===== src/rtl/tbgc_pkg.sv =====
`default_nettype none
package tbgc_pkg;

  // Fixed field widths
  localparam int LUX_W    = 24;
  localparam int GAIN_W   = 26;
  localparam int TIMER_W  = 32;
  localparam int ORDER_W  = 64;
  localparam int CFG_IDX_W = 3;
  localparam int CFG_DAT_W = 64;

  localparam logic [4:0]  MAX_NODES  = 5'd16;
  localparam logic [4:0]  ACK_MAX    = 5'd31;
  localparam logic [11:0] DUTY_LOW   = 12'd819;
  localparam logic [11:0] DUTY_HIGH  = 12'd3276;
  localparam logic [11:0] DUTY_OFF   = 12'd0;
  localparam logic [TIMER_W-1:0] TIMER_MAX = '1;

  // Divide by three: floor(a/3) = (a * DIV3_MUL) >> DIV3_SHIFT for a < 2^DIV_IN_W
  localparam int DIV_IN_W   = 27;
  localparam int DIV3_SHIFT = 29;
  localparam logic [27:0] DIV3_MUL = 28'd178956971;

  // Configuration register indexes
  typedef enum logic [CFG_IDX_W-1:0] {
    REG_OWN_ID        = 3'd0,
    REG_NODE_COUNT    = 3'd1,
    REG_NODE_ORDER    = 3'd2,
    REG_MEASURE_TICKS = 3'd3,
    REG_RESEND_TICKS  = 3'd4
  } reg_idx_t;

  // Bus message codes
  typedef enum logic [2:0] {
    MSG_REQUEST  = 3'd0,
    MSG_ACK      = 3'd1,
    MSG_LOW      = 3'd2,
    MSG_HIGH     = 3'd3,
    MSG_DONE     = 3'd4,
    MSG_ALL_DONE = 3'd5
  } msg_t;

  // Result kinds
  typedef enum logic [1:0] {
    ACT_TX   = 2'd0,
    ACT_DUTY = 2'd1,
    ACT_GAIN = 2'd2
  } act_t;

  typedef struct packed {
    logic [3:0]         own_node_id;
    logic [4:0]         node_count;
    logic [ORDER_W-1:0] node_order;
    logic [TIMER_W-1:0] measure_ticks;
    logic [TIMER_W-1:0] resend_ticks;
  } cfg_t;

  typedef struct packed {
    logic [LUX_W-1:0] lux_sample;
    logic [7:0]       rx_data;
    logic [3:0]       rx_sender;
    logic [3:0]       rx_type;
    logic             mode;
  } item_t;

  // One result, action in the low bits
  typedef struct packed {
    logic                     all_done;
    logic signed [GAIN_W-1:0] offset_value;
    logic signed [GAIN_W-1:0] gain_value;
    logic [3:0]               gain_slot;
    logic [11:0]              duty;
    logic                     tx_length;
    logic [3:0]               tx_data;
    msg_t                     tx_type;
    act_t                     action;
  } res_t;

endpackage
`default_nettype wire


===== src/rtl/tbgc_gain.sv =====
`default_nettype none
module tbgc_gain import tbgc_pkg::*; #(
  parameter int RW = 24
) (
  input  wire logic                     clk,
  input  wire logic [RW-1:0]            low_reading,
  input  wire logic [RW-1:0]            high_reading,
  output logic signed [GAIN_W-1:0]      gain_value
);

  localparam int PROD_W = DIV_IN_W + 28;

  logic signed [RW:0]     diff;
  logic [RW-1:0]          mag;
  logic                   neg1;
  logic [DIV_IN_W-1:0]    mag5;
  logic [PROD_W-1:0]      prod;
  logic [GAIN_W-1:0]      quot;

  // Stage 1: |high - low| * 5
  assign diff = $signed({1'b0, high_reading}) - $signed({1'b0, low_reading});
  assign mag  = diff[RW] ? RW'(-diff) : diff[RW-1:0];

  always_ff @(posedge clk) begin
    neg1 <= diff[RW];
    mag5 <= DIV_IN_W'(mag) + (DIV_IN_W'(mag) << 2);
  end

  // Stage 2: divide by three through the reciprocal, restore sign
  assign prod = PROD_W'(mag5) * PROD_W'(DIV3_MUL);
  assign quot = prod[DIV3_SHIFT+GAIN_W-1:DIV3_SHIFT];

  always_ff @(posedge clk) begin
    gain_value <= neg1 ? -$signed(quot) : $signed(quot);
  end

endmodule
`default_nettype wire


===== src/rtl/tbgc_core.sv =====
`default_nettype none
module tbgc_core import tbgc_pkg::*; #(
  parameter int RW = 24
) (
  input  wire logic                     clk,
  input  wire logic                     rst,
  input  wire logic                     commit,
  input  wire item_t                    item,
  input  wire cfg_t                     cfg,
  input  wire logic signed [GAIN_W-1:0] gain_value,
  output res_t                          res [3],
  output logic [1:0]                    res_n,
  output logic [RW-1:0]                 low_reading,
  output logic [RW-1:0]                 high_reading,
  output logic                          reading_wr
);

  typedef enum logic [6:0] {
    PH_IDLE      = 7'b0000001,
    PH_WAIT_ACK  = 7'b0000010,
    PH_FIRST     = 7'b0000100,
    PH_WAIT_HIGH = 7'b0001000,
    PH_SECOND    = 7'b0010000,
    PH_WAIT_DONE = 7'b0100000,
    PH_FINISH    = 7'b1000000
  } phase_t;

  phase_t             phase, phase_next;
  logic [4:0]         turn_index, turn_index_next;
  logic [4:0]         ack_count, ack_count_next;
  logic [RW-1:0]      low_next, high_next;
  logic [TIMER_W-1:0] measure_timer, measure_timer_next;
  logic [TIMER_W-1:0] resend_timer, resend_timer_next;
  logic               complete_flag, complete_flag_next;

  logic [4:0]         n_eff;
  logic [4:0]         need;
  logic [3:0]         cur_id;
  logic [RW-1:0]      lux;
  logic signed [GAIN_W-1:0] offs;

  function automatic res_t mk_res(act_t a, msg_t t, logic [3:0] d, logic len,
                                  logic [11:0] dt, logic [3:0] slot,
                                  logic signed [GAIN_W-1:0] g,
                                  logic signed [GAIN_W-1:0] o, logic flag);
    res_t r;
    r.action       = a;
    r.tx_type      = t;
    r.tx_data      = d;
    r.tx_length    = len;
    r.duty         = dt;
    r.gain_slot    = slot;
    r.gain_value   = g;
    r.offset_value = o;
    r.all_done     = flag;
    return r;
  endfunction

  function automatic logic [TIMER_W-1:0] sat_inc(logic [TIMER_W-1:0] t);
    return (t == TIMER_MAX) ? t : t + TIMER_W'(1);
  endfunction

  // Node count clamped to 1..MAX_NODES
  assign n_eff  = (cfg.node_count == 5'd0) ? 5'd1 :
                  (cfg.node_count > MAX_NODES) ? MAX_NODES : cfg.node_count;
  assign need   = n_eff - 5'd1;
  assign cur_id = cfg.node_order[{turn_index[3:0], 2'b00} +: 4];
  assign lux    = item.lux_sample[RW-1:0];
  assign offs   = $signed(GAIN_W'(high_reading)) - gain_value;

  // Next state and results of the held item
  always_comb begin
    phase_next         = phase;
    turn_index_next    = turn_index;
    ack_count_next     = ack_count;
    low_next           = low_reading;
    high_next          = high_reading;
    measure_timer_next = measure_timer;
    resend_timer_next  = resend_timer;
    complete_flag_next = complete_flag;
    reading_wr         = 1'b0;
    res_n              = 2'd0;
    for (int i = 0; i < 3; i++) begin
      res[i] = '0;
    end

    if (item.mode) begin
      // Received frame
      case (item.rx_type)
        {1'b0, MSG_REQUEST}: begin
          res[res_n] = mk_res(ACT_TX, MSG_ACK, item.rx_sender, 1'b1, DUTY_OFF, 4'd0,
                              '0, '0, complete_flag_next);
          res_n = res_n + 2'd1;
        end
        {1'b0, MSG_ACK}: begin
          if (item.rx_data == {4'd0, cfg.own_node_id} && ack_count < ACK_MAX) begin
            ack_count_next = ack_count + 5'd1;
          end
        end
        {1'b0, MSG_LOW}: begin
          low_next   = lux;
          reading_wr = 1'b1;
          res[res_n] = mk_res(ACT_TX, MSG_ACK, item.rx_sender, 1'b1, DUTY_OFF, 4'd0,
                              '0, '0, complete_flag_next);
          res_n = res_n + 2'd1;
        end
        {1'b0, MSG_HIGH}: begin
          high_next  = lux;
          reading_wr = 1'b1;
          res[res_n] = mk_res(ACT_TX, MSG_ACK, item.rx_sender, 1'b1, DUTY_OFF, 4'd0,
                              '0, '0, complete_flag_next);
          res_n = res_n + 2'd1;
        end
        {1'b0, MSG_DONE}: begin
          low_next    = '0;
          high_next   = '0;
          reading_wr  = 1'b1;
          phase_next  = PH_IDLE;
          if (turn_index < n_eff) begin
            turn_index_next = turn_index + 5'd1;
          end
          if (turn_index_next >= n_eff) begin
            complete_flag_next = 1'b1;
          end
          res[res_n] = mk_res(ACT_GAIN, MSG_REQUEST, 4'd0, 1'b0, DUTY_OFF,
                              turn_index[3:0], gain_value, '0, complete_flag_next);
          res_n = res_n + 2'd1;
          if (turn_index_next >= n_eff) begin
            res[res_n] = mk_res(ACT_TX, MSG_ALL_DONE, 4'd0, 1'b0, DUTY_OFF, 4'd0,
                                '0, '0, complete_flag_next);
            res_n = res_n + 2'd1;
          end
        end
        {1'b0, MSG_ALL_DONE}: begin
          complete_flag_next = 1'b1;
        end
        default: begin
        end
      endcase
    end else begin
      // Millisecond tick runs the sequencer
      case (phase)
        PH_IDLE: begin
          if (turn_index < n_eff && cur_id == cfg.own_node_id) begin
            res[res_n] = mk_res(ACT_TX, MSG_REQUEST, 4'd0, 1'b0, DUTY_OFF, 4'd0,
                                '0, '0, complete_flag_next);
            res_n = res_n + 2'd1;
            ack_count_next    = 5'd0;
            resend_timer_next = '0;
            phase_next        = PH_WAIT_ACK;
          end
        end
        PH_WAIT_ACK: begin
          resend_timer_next = sat_inc(resend_timer);
          if (resend_timer_next >= cfg.resend_ticks) begin
            res[res_n] = mk_res(ACT_TX, MSG_REQUEST, 4'd0, 1'b0, DUTY_OFF, 4'd0,
                                '0, '0, complete_flag_next);
            res_n = res_n + 2'd1;
            ack_count_next    = 5'd0;
            resend_timer_next = '0;
          end
          if (ack_count_next == need) begin
            res[res_n] = mk_res(ACT_DUTY, MSG_REQUEST, 4'd0, 1'b0, DUTY_LOW, 4'd0,
                                '0, '0, complete_flag_next);
            res_n = res_n + 2'd1;
            measure_timer_next = '0;
            ack_count_next     = 5'd0;
            phase_next         = PH_FIRST;
          end
        end
        PH_FIRST: begin
          measure_timer_next = sat_inc(measure_timer);
          if (measure_timer_next >= cfg.measure_ticks) begin
            low_next   = lux;
            reading_wr = 1'b1;
            res[res_n] = mk_res(ACT_TX, MSG_LOW, 4'd0, 1'b0, DUTY_OFF, 4'd0,
                                '0, '0, complete_flag_next);
            res_n = res_n + 2'd1;
            phase_next = PH_WAIT_HIGH;
          end
        end
        PH_SECOND: begin
          measure_timer_next = sat_inc(measure_timer);
          if (measure_timer_next >= cfg.measure_ticks) begin
            high_next  = lux;
            reading_wr = 1'b1;
            res[res_n] = mk_res(ACT_TX, MSG_HIGH, 4'd0, 1'b0, DUTY_OFF, 4'd0,
                                '0, '0, complete_flag_next);
            res_n = res_n + 2'd1;
            phase_next = PH_WAIT_DONE;
          end
        end
        PH_WAIT_HIGH: begin
          if (ack_count == need) begin
            res[res_n] = mk_res(ACT_DUTY, MSG_REQUEST, 4'd0, 1'b0, DUTY_HIGH, 4'd0,
                                '0, '0, complete_flag_next);
            res_n = res_n + 2'd1;
            measure_timer_next = '0;
            ack_count_next     = 5'd0;
            phase_next         = PH_SECOND;
          end
        end
        PH_WAIT_DONE: begin
          if (ack_count == need) begin
            res[res_n] = mk_res(ACT_TX, MSG_DONE, 4'd0, 1'b0, DUTY_OFF, 4'd0,
                                '0, '0, complete_flag_next);
            res_n = res_n + 2'd1;
            low_next   = '0;
            high_next  = '0;
            reading_wr = 1'b1;
            res[res_n] = mk_res(ACT_DUTY, MSG_REQUEST, 4'd0, 1'b0, DUTY_OFF, 4'd0,
                                '0, '0, complete_flag_next);
            res_n = res_n + 2'd1;
            if (turn_index < n_eff) begin
              turn_index_next = turn_index + 5'd1;
            end
            if (turn_index_next >= n_eff) begin
              complete_flag_next = 1'b1;
              phase_next         = PH_FINISH;
            end else begin
              phase_next = PH_IDLE;
            end
            res[res_n] = mk_res(ACT_GAIN, MSG_REQUEST, 4'd0, 1'b0, DUTY_OFF,
                                turn_index[3:0], gain_value, offs, complete_flag_next);
            res_n = res_n + 2'd1;
          end
        end
        PH_FINISH: begin
          res[res_n] = mk_res(ACT_TX, MSG_ALL_DONE, 4'd0, 1'b0, DUTY_OFF, 4'd0,
                              '0, '0, complete_flag_next);
          res_n = res_n + 2'd1;
          phase_next = PH_IDLE;
        end
        default: begin
          phase_next = PH_IDLE;
        end
      endcase
    end
  end

  // State update on commit
  always_ff @(posedge clk) begin
    if (rst) begin
      phase         <= PH_IDLE;
      turn_index    <= '0;
      ack_count     <= '0;
      low_reading   <= '0;
      high_reading  <= '0;
      measure_timer <= '0;
      resend_timer  <= '0;
      complete_flag <= 1'b0;
    end else if (commit) begin
      phase         <= phase_next;
      turn_index    <= turn_index_next;
      ack_count     <= ack_count_next;
      low_reading   <= low_next;
      high_reading  <= high_next;
      measure_timer <= measure_timer_next;
      resend_timer  <= resend_timer_next;
      complete_flag <= complete_flag_next;
    end
  end

endmodule
`default_nettype wire


===== src/rtl/tbgc_resbuf.sv =====
`default_nettype none
module tbgc_resbuf import tbgc_pkg::*; (
  input  wire logic        clk,
  input  wire logic        rst,
  input  wire logic        load,
  input  wire res_t        res [3],
  input  wire logic [1:0]  res_n,
  output logic             can_load,
  output logic             m_tvalid,
  input  wire logic        m_tready,
  output logic [79:0]      m_tdata,
  output logic             m_tlast
);

  res_t       slot [3];
  logic [1:0] cnt;
  logic       pop;

  assign pop      = m_tvalid && m_tready;
  assign can_load = (cnt == 2'd0) || (cnt == 2'd1 && m_tready);
  assign m_tvalid = (cnt != 2'd0);
  assign m_tdata  = {1'b0, slot[0]};
  assign m_tlast  = (cnt == 2'd1);

  // Result count
  always_ff @(posedge clk) begin
    if (rst) begin
      cnt <= 2'd0;
    end else if (load) begin
      cnt <= res_n;
    end else if (pop) begin
      cnt <= cnt - 2'd1;
    end
  end

  // Result slots, head at slot 0
  always_ff @(posedge clk) begin
    if (load) begin
      slot[0] <= res[0];
      slot[1] <= res[1];
      slot[2] <= res[2];
    end else if (pop) begin
      slot[0] <= slot[1];
      slot[1] <= slot[2];
    end
  end

endmodule
`default_nettype wire


===== src/rtl/turn_based_gain_calibration_sequencer.sv =====
`default_nettype none
// Channel  | Dir | Signals                      | Content
// s_       | in  | tvalid tready tdata tuser    | one tick or received frame
// m_       | out | tvalid tready tdata tlast     | up to three results per item
// cfg_     | in  | we index data                | configuration registers 0..4
//
// An item sits in the input register and is processed when the result buffer is
// empty or draining its last result; an item with k results occupies the output
// until all k are taken, so the next item waits for the buffer to drain. A
// change of the low or high reading holds the next item while the two-stage
// gain unit settles. Reset is synchronous and clears control state at once; no
// clearing pass. Either side may stall.
module turn_based_gain_calibration_sequencer import tbgc_pkg::*; #(
  parameter int LUX_BITS = 24
) (
  input  wire logic                  clk,
  input  wire logic                  rst,
  input  wire logic                  s_tvalid,
  output logic                       s_tready,
  input  wire logic [39:0]           s_tdata,   // rx_type, rx_sender, rx_data, lux_sample
  input  wire logic                  s_tuser,   // mode
  output logic                       m_tvalid,
  input  wire logic                  m_tready,
  output logic [79:0]                m_tdata,   // action, tx_type, tx_data, tx_length,
                                                // duty, gain_slot, gain_value,
                                                // offset_value, all_done, zero pad
  output logic                       m_tlast,   // last
  input  wire logic                  cfg_we,
  input  wire logic [CFG_IDX_W-1:0]  cfg_index,
  input  wire logic [CFG_DAT_W-1:0]  cfg_data
);

  localparam int RW = (LUX_BITS < LUX_W) ? LUX_BITS : LUX_W;

  cfg_t                     cfg;
  item_t                    in_item;
  logic                     in_valid;
  logic                     commit;
  logic                     can_load;
  logic [1:0]               gain_wait;
  res_t                     res [3];
  logic [1:0]               res_n;
  logic [RW-1:0]            low_reading;
  logic [RW-1:0]            high_reading;
  logic                     reading_wr;
  logic signed [GAIN_W-1:0] gain_value;

  // Configuration registers
  always_ff @(posedge clk) begin
    if (rst) begin
      cfg.own_node_id   <= 4'd0;
      cfg.node_count    <= 5'd1;
      cfg.node_order    <= '0;
      cfg.measure_ticks <= TIMER_W'(1000);
      cfg.resend_ticks  <= TIMER_W'(100);
    end else if (cfg_we) begin
      case (cfg_index)
        REG_OWN_ID:        cfg.own_node_id   <= cfg_data[3:0];
        REG_NODE_COUNT:    cfg.node_count    <= cfg_data[4:0];
        REG_NODE_ORDER:    cfg.node_order    <= cfg_data[ORDER_W-1:0];
        REG_MEASURE_TICKS: cfg.measure_ticks <= cfg_data[TIMER_W-1:0];
        REG_RESEND_TICKS:  cfg.resend_ticks  <= cfg_data[TIMER_W-1:0];
        default: begin
        end
      endcase
    end
  end

  // Input register
  assign commit   = in_valid && can_load && (gain_wait == 2'd0);
  assign s_tready = !in_valid || commit;

  always_ff @(posedge clk) begin
    if (rst) begin
      in_valid <= 1'b0;
    end else if (s_tvalid && s_tready) begin
      in_valid <= 1'b1;
    end else if (commit) begin
      in_valid <= 1'b0;
    end
  end

  always_ff @(posedge clk) begin
    if (s_tvalid && s_tready) begin
      in_item <= {s_tdata, s_tuser};
    end
  end

  // Hold items while the gain pipeline catches up with new readings
  always_ff @(posedge clk) begin
    if (rst) begin
      gain_wait <= 2'd2;
    end else if (commit && reading_wr) begin
      gain_wait <= 2'd2;
    end else if (gain_wait != 2'd0) begin
      gain_wait <= gain_wait - 2'd1;
    end
  end

  tbgc_core #(.RW(RW)) u_core (
    .clk          (clk),
    .rst          (rst),
    .commit       (commit),
    .item         (in_item),
    .cfg          (cfg),
    .gain_value   (gain_value),
    .res          (res),
    .res_n        (res_n),
    .low_reading  (low_reading),
    .high_reading (high_reading),
    .reading_wr   (reading_wr)
  );

  tbgc_gain #(.RW(RW)) u_gain (
    .clk          (clk),
    .low_reading  (low_reading),
    .high_reading (high_reading),
    .gain_value   (gain_value)
  );

  tbgc_resbuf u_resbuf (
    .clk      (clk),
    .rst      (rst),
    .load     (commit),
    .res      (res),
    .res_n    (res_n),
    .can_load (can_load),
    .m_tvalid (m_tvalid),
    .m_tready (m_tready),
    .m_tdata  (m_tdata),
    .m_tlast  (m_tlast)
  );

endmodule
`default_nettype wire


===== config.mk =====
export PLATFORM = sky130hd
export DESIGN_NAME = turn_based_gain_calibration_sequencer
export DESIGN_NICKNAME = d
export VERILOG_FILES = /design/src/rtl/tbgc_pkg.sv /design/src/rtl/tbgc_gain.sv /design/src/rtl/tbgc_core.sv /design/src/rtl/tbgc_resbuf.sv /design/src/rtl/turn_based_gain_calibration_sequencer.sv
export SDC_FILE = /design/constraint.sdc
export NUM_CORES = 2
export LEC_CHECK = 0
export BUFFER_PORTS_ARGS = -buffer_cell sky130_fd_sc_hd__buf_2
export CAP_MARGIN = 10
export CORE_AREA = 5 5 204 353
export DETAILED_ROUTE_END_ITERATION = 8
export DIE_AREA = 0 0 209 358
export PLACE_DENSITY = 0.78
export SYNTH_ARGS = -nofsm -noshare
export SYNTH_HDL_FRONTEND = slang
export SYNTH_SLANG_ARGS = --single-unit

===== constraint.sdc =====
create_clock -name clk -period 7.62 [get_ports clk]
set_input_delay 1.143 -clock clk [delete_from_list [all_inputs] [get_ports clk]]
set_output_delay 1.143 -clock clk [all_outputs]
set_load 0.02 [all_outputs]

-- Yosys cells after proc, flatten, opt, wreduce, memory -nomap -nowiden
Memory sizes are Yosys's and may differ from the RTL's.
Index checks and enable logic that the tools add are counted.
- $add $sub $neg: 13
- multipliers: 1
- order comparisons: 9
- eq/ne operators: 38
- shift-type cells: 1
- muxes and demuxes: 103
- bitwise gates (word level): 4
- reductions and logical operators: 45
- operators by type and width (kind ; count):
    79-bit 2-to-1 mux ; 13
    79-bit case mux with 7 select lines ; 1
    237-bit 2-to-1 mux ; 2
    158-bit case mux with 2 select lines ; 1
    237-bit bitwise mux ; 1
    32-bit 2-to-1 mux ; 6
    24-bit case mux with 2 select lines ; 4
    79-bit demux with 2-bit select ; 1
    158-bit 2-to-1 mux ; 1
    79-bit case mux with 2 select lines ; 1
    24-bit 2-to-1 mux ; 5
    5-bit 2-to-1 mux ; 21
    32-bit case mux with 3 select lines ; 1
    32-bit by 1-bit adder with 32-bit output (second input constant) ; 2
    32-bit equality test (second input constant) ; 2
    32-bit >= comparator ; 2
    32-bit case mux with 2 select lines ; 1
    64-bit by 7-bit variable part select with 4-bit output ; 1
    7-bit 2-to-1 mux ; 9
    27-bit by 28-bit multiplier with 55-bit output (second input constant) ; 1
    7-bit case mux with 6 select lines ; 1
    24-bit by 26-bit adder with 27-bit output ; 1
    26-bit 2-to-1 mux ; 1
    26-bit negation ; 1
    59 further kinds ; 134
- bits in registers: 367
- RAM bits: 237
- bits of input ports: 113
- output and inout port bits: 83
- word-level logic and storage cells: 239
- memories: 1
- memory list (name ; words ; bits a word ; rd ports ; clocked after memory_dff ; wr ports ; RTL line ; source):
    u_resbuf.slot ; 3 ; 79 ; 3 ; 0 ; 3 ; tbgc_resbuf.sv:15 ; res_t slot [3];

-- Logic depth before layout (Yosys ltp)
- depth after elaboration: 16
- mapped depth: 29
- gate-level depth less buffers: 28

-- Hierarchy
From an unflattened synthesis, not the netlist that was laid out.
- cell total of the unflattened synthesis: 4371
- area total of the unflattened synthesis: 43884.6 um2
- modules (own cells, without submodules) (module ; instances ; cells an instance ; area an instance (um2)):
    tbgc_gain ; 1 ; 1634 ; 14393.8
    tbgc_core ; 1 ; 1637 ; 12607.1
    tbgc_resbuf ; 1 ; 513 ; 9836.9
    turn_based_gain_calibration_sequencer ; 1 ; 587 ; 7046.8

-- Least setup slack after synthesis
OpenSTA, ideal clock, no wires.
- path type: register to register
- from: register u_gain.mag5[5]
- to: register u_gain.gain_value[25]
- setup time: 0.072 ns
- data arrival time: 7.259 ns
- data required time: 7.548 ns
- path slack: 0.289 ns
- cell stages (with the launch flop): 27
- path buffers: 0
- clock period less this slack: 7.331 ns
- path through: dfxtp_1 > ha_1 > fa_1 > inv_1 > fa_1 > inv_1 > fa_1 > inv_1 > fa_1 > inv_1 > fa_1 > inv_1 > fa_1 > inv_1 > ha_1 > nand4_1 > nor2_2 > and3_1 > and2_1 > nand2_1 > a2111o_1 > a31oi_1 > a21oi_1 > mux2i_1 > or3_1 > o31ai_2 > xnor2_1
- word-level cells in the longest chain between the ends: 3
- RTL lines (element ; RTL line ; source):
    start: declaration ; tbgc_gain.sv:16 ; logic [DIV_IN_W-1:0] mag5;
    start signal: assignment ; tbgc_gain.sv:26 ; mag5 <= DIV_IN_W'(mag) + (DIV_IN_W'(mag) << 2);
    27-bit by 28-bit multiplier with 55-bit output * ; tbgc_gain.sv:30 ; assign prod = PROD_W'(mag5) * PROD_W'(DIV3_MUL);
    26-bit negation ; tbgc_gain.sv:34 ; gain_value <= neg1 ? -$signed(quot) : $signed(quot);
    26-bit 2-to-1 mux * ; tbgc_gain.sv:34 ;
    end signal: assignment ; tbgc_gain.sv:34 ;
    end: declaration ; tbgc_gain.sv:8 ; output logic signed [GAIN_W-1:0] gain_value
Every way passes the cells marked *; elsewhere a longest branch is shown, timed or not.
A chain may end at the register's enable or synchronous reset.

-- Worst setup path in the final report
- from: register u_gain.mag5[3]
- to: register u_gain.gain_value[23]
The elaborated chain is that of the path after synthesis.

==> metrics.log <==
[metrics] iteration-0 DRC count of the detailed router: about 2400
[metrics] clock transition at the register clock pins on the worst setup and hold paths after CTS: 0.07 ns
[metrics] Final Routed Wirelength: 103600 um
[metrics] total via count in the routed design: 30460
[metrics] overall die height: 358 um
[metrics] maximum number of pins on one net before global-route repair: 129
[metrics] Post-Syn Nets: roughly 4900
[metrics] width of the die: 209 um
[metrics] cell taking the most area after synthesis: edfxtp_1
[metrics] Buffers on Ports: 194
[metrics] Hold/Removal Path Class: reg2reg
[metrics] Synth cell types: 96
[metrics] Buf+Inv Stages, Crit Path: 7
[metrics] CTS Root Buffer Type: clkbuf_16
[metrics] clock tree skew after final layout: 0.04633 ns
[metrics] critical path required time: 8.17 ns
[metrics] EDFF count, synth: approximately 230
[metrics] FFs w/ async S/R, synth: 0%
[metrics] highest clock rate: 0.1359 GHz
[metrics] status: finished clean
[metrics] cell types occupying the most area after synthesis: edfxtp_1 18%, dfxtp_1 17%, ha_1 12%
[metrics] number of I/O pins: 196
[metrics] most used cell along the critical path: fa_1
[metrics] Die Outline Area: roughly 75000 um2
[metrics] row count: ~130
[metrics] master of the slowest instance on the critical path: fa_1
[metrics] deepest clock path buffer count: 3
[metrics] kind of critical path: reg2reg
[metrics] register area share after synthesis: 34.59%
[metrics] Tcrit/Tclk final: a little over nine tenths
[metrics] Worst slew margin: 17.33%
[metrics] cells after synthesis: 4184
[metrics] overflow left after global routing: 0
[metrics] Placer Congestion: 0.9869
[metrics] total placed cells including tap cells: roughly 5100
[metrics] antenna violations before repair: 5
[metrics] CTS Sinks: ~560
[metrics] Area Overhead vs Synth: 9.627%
[metrics] number of remaining DRC errors: 0
[metrics] CP Data Arrival Time: 7.91 ns
[metrics] slew at the pin closest to its max-slew limit: between 1 and 1.5 ns
[metrics] global-route usage over all layers: 27.29%
[metrics] Syn. warnings: 0
[metrics] Inserted Clock Buffers: 51
[metrics] starting density of the core: between 50% and 60%
[metrics] final hold viol count: 0
[metrics] Final Util: 61.87%
[metrics] layout net count: roughly 5000
[metrics] count of non-filler cells in the finished layout: 5250
[metrics] fill cell instance count of the final layout: 5799
[metrics] number of violations of the max-capacitance limit: 0
[metrics] fraction of final layout cells with drive strength greater than 1: a little under an eighth
[metrics] startpoint types: flip-flop
[metrics] category of the worst setup path capture point: flip-flop
[metrics] clock tree from TritonCTS: built
[metrics] share of Yosys cell area claimed by the top area cell type: 17.75%
[metrics] cell area after synthesis: 38740 um2
[metrics] CP top delay family: adder cells
[metrics] CTS Hold Buffers Added: 0
[metrics] number of vias per cell: 5.802
[metrics] drt first pass iters: 6
[metrics] Syn Area/Cell: 9.260 um2
[metrics] CP max stage delay: 0.54 ns
[metrics] post-synthesis sequential element count: 555
[metrics] vias in the first global route: 30840
[metrics] floorplan core area: 68650 um2
[metrics] H-tree depth: 2
[metrics] Final ANT Viol Nets: 0
[metrics] Commonest cells post-synth: 502 x inv_1, 477 x nand2_1, 361 x ha_1
[metrics] count of final setup violators: 0
[metrics] worst-path fanout max: 5
[metrics] leading cell type by number of instances after synthesis: inv_1
[metrics] final routed wire length divided by cell count: 19.72 um
[metrics] placed wire-length estimate: roughly 80000 um
[metrics] wire length of the first global-routing pass: 162800 um
[metrics] Max Transition Viols Final: 0
[metrics] worst-skew pair later-pin latency: 0.63 ns
[metrics] Top FF cell, synth: dfxtp_1
[metrics] shortest period the worst path allows: ~7.4 ns
## worst paths after layout
path	startpoint	to	slack, ns	cells past startpoint
min	cfg[113]	cfg[113]	0.45	2
max reg2reg	u_gain.mag5[3]	u_gain.gain_value[23]	0.26	26
max	u_gain.mag5[3]	u_gain.gain_value[23]	0.26	26
min reg2reg	cfg[113]	cfg[113]	0.45	2
## final cells by class
cell class	instances	area [um2]	share of cell area (%)
flip-flops and latches	555	13420	31.59
inverters	503	1888	4.445
multi-input cells	2894	22550	53.10
repair buffers	295	1752	4.124
clock inverters	30	344.1	0.8101
clock buffers	65	1379	3.246
well taps	903	1130	2.660
diodes	5	12.51	0.02946
## placed cells by master (no fill, tap or decap), types with 32 or more instances in the layout
| cell | Yosys | layout |
|---|---|---|
| nand2_1 | 477 | 475 |
| o21ai_0 | 171 | 167 |
| a21o_1 | 68 | 68 |
| a21oi_1 | 305 | 300 |
| nor3_1 | 62 | 59 |
| buf_2 | 13 | 193 |
| nand3_1 | 119 | 118 |
| xor2_1 | 75 | 75 |
| ha_1 | 361 | 348 |
| nand4_1 | 46 | 46 |
| dfxtp_1 | 326 | 319 |
| o31ai_1 | 61 | 60 |
| edfxtp_1 | 229 | 229 |
| xnor2_1 | 122 | 122 |
| nand2b_1 | 32 | 32 |
| and2_1 | 103 | 101 |
| fa_1 | 200 | 194 |
| and3_1 | 45 | 45 |
| inv_1 | 502 | 495 |
| clkbuf_16 | 0 | 51 |
| buf_4 | 80 | 99 |
| nor2_1 | 219 | 217 |
## metal layers
metal  wire (um)  global-route usage, %  up-vias
li1            -                      -    14500
met1       35590                  28.46    14600
met2       53270                  50.41     1010
met3        5334                  3.186      346
met4        9359                  19.62        0
met5           0                      0        -
## registers in the layout, summed over array words and instances, names as in the netlist
register and count:
cfg 137, gain_wait 2, in_item 41, in_valid 1, u_core.ack_count 5, u_core.complete_flag 1, u_core.high_reading 24, u_core.low_reading 24
u_core.measure_timer 32, u_core.phase 7, u_core.resend_timer 32, u_core.turn_index 5, u_gain.gain_value 26, u_gain.mag5 27, u_gain.neg1 1, u_resbuf.cnt 2
u_resbuf.slot 188
## cells by family (layout without fill, tap and decap cells)
family	count (synthesis)	count (layout)	share of synthesized area, %
fa+ha+maj	561	561	21.99
flops	555	555	34.59
buf+inv	735	893	7.938
xor+xnor	198	198	4.495
simple gates	1259	1259	15.86
mux	51	51	1.947
other cells	1	6	0.009679
compound gates	824	824	13.16
## worst register-to-register path, cell delays in order, from the launching register on
cell      delay (ns)
dfxtp_4         0.36
ha_4            0.25
fa_1            0.51
inv_1           0.09
fa_1            0.49
buf_4           0.18
fa_1            0.53
inv_1           0.05
fa_1            0.47
inv_1           0.06
fa_1            0.54
inv_1           0.07
fa_1            0.47
ha_1            0.42
nand2_1         0.07
o21ai_0         0.36
nand4_1         0.14
and3b_2         0.26
buf_4           0.16
nor2_1          0.10
and4bb_4        0.24
or3_4           0.38
buf_4           0.16
nor3_4          0.21
nand4_4         0.17
o41ai_4         0.41
xnor2_1         0.16
## metrics by stage
stage	instance area, um2	TNS [ns]	setup slack (ns)	hold slack, ns
finish	42470	0	0.2631	0.4517
global route	42460	-0.03305	-0.03305	0.4711
CTS	42200	0	0.01122	0.4543
detailed placement	40460	-0.01734	-0.01734	0.4458
global placement	40460	0	0.1365	0.4387
floorplan	38740	0	0.2890	0.4331
## timing repair
item / in CTS / in global routing
pin swaps: 0 / 16
setup buffers: 0 / 5
endpoints found under the setup margin: 1 / 16
gates resized for setup: 1 / 56
Power is not shown: default switching activity piles up to over one toggle a cycle in this logic, so the estimate is an artifact.
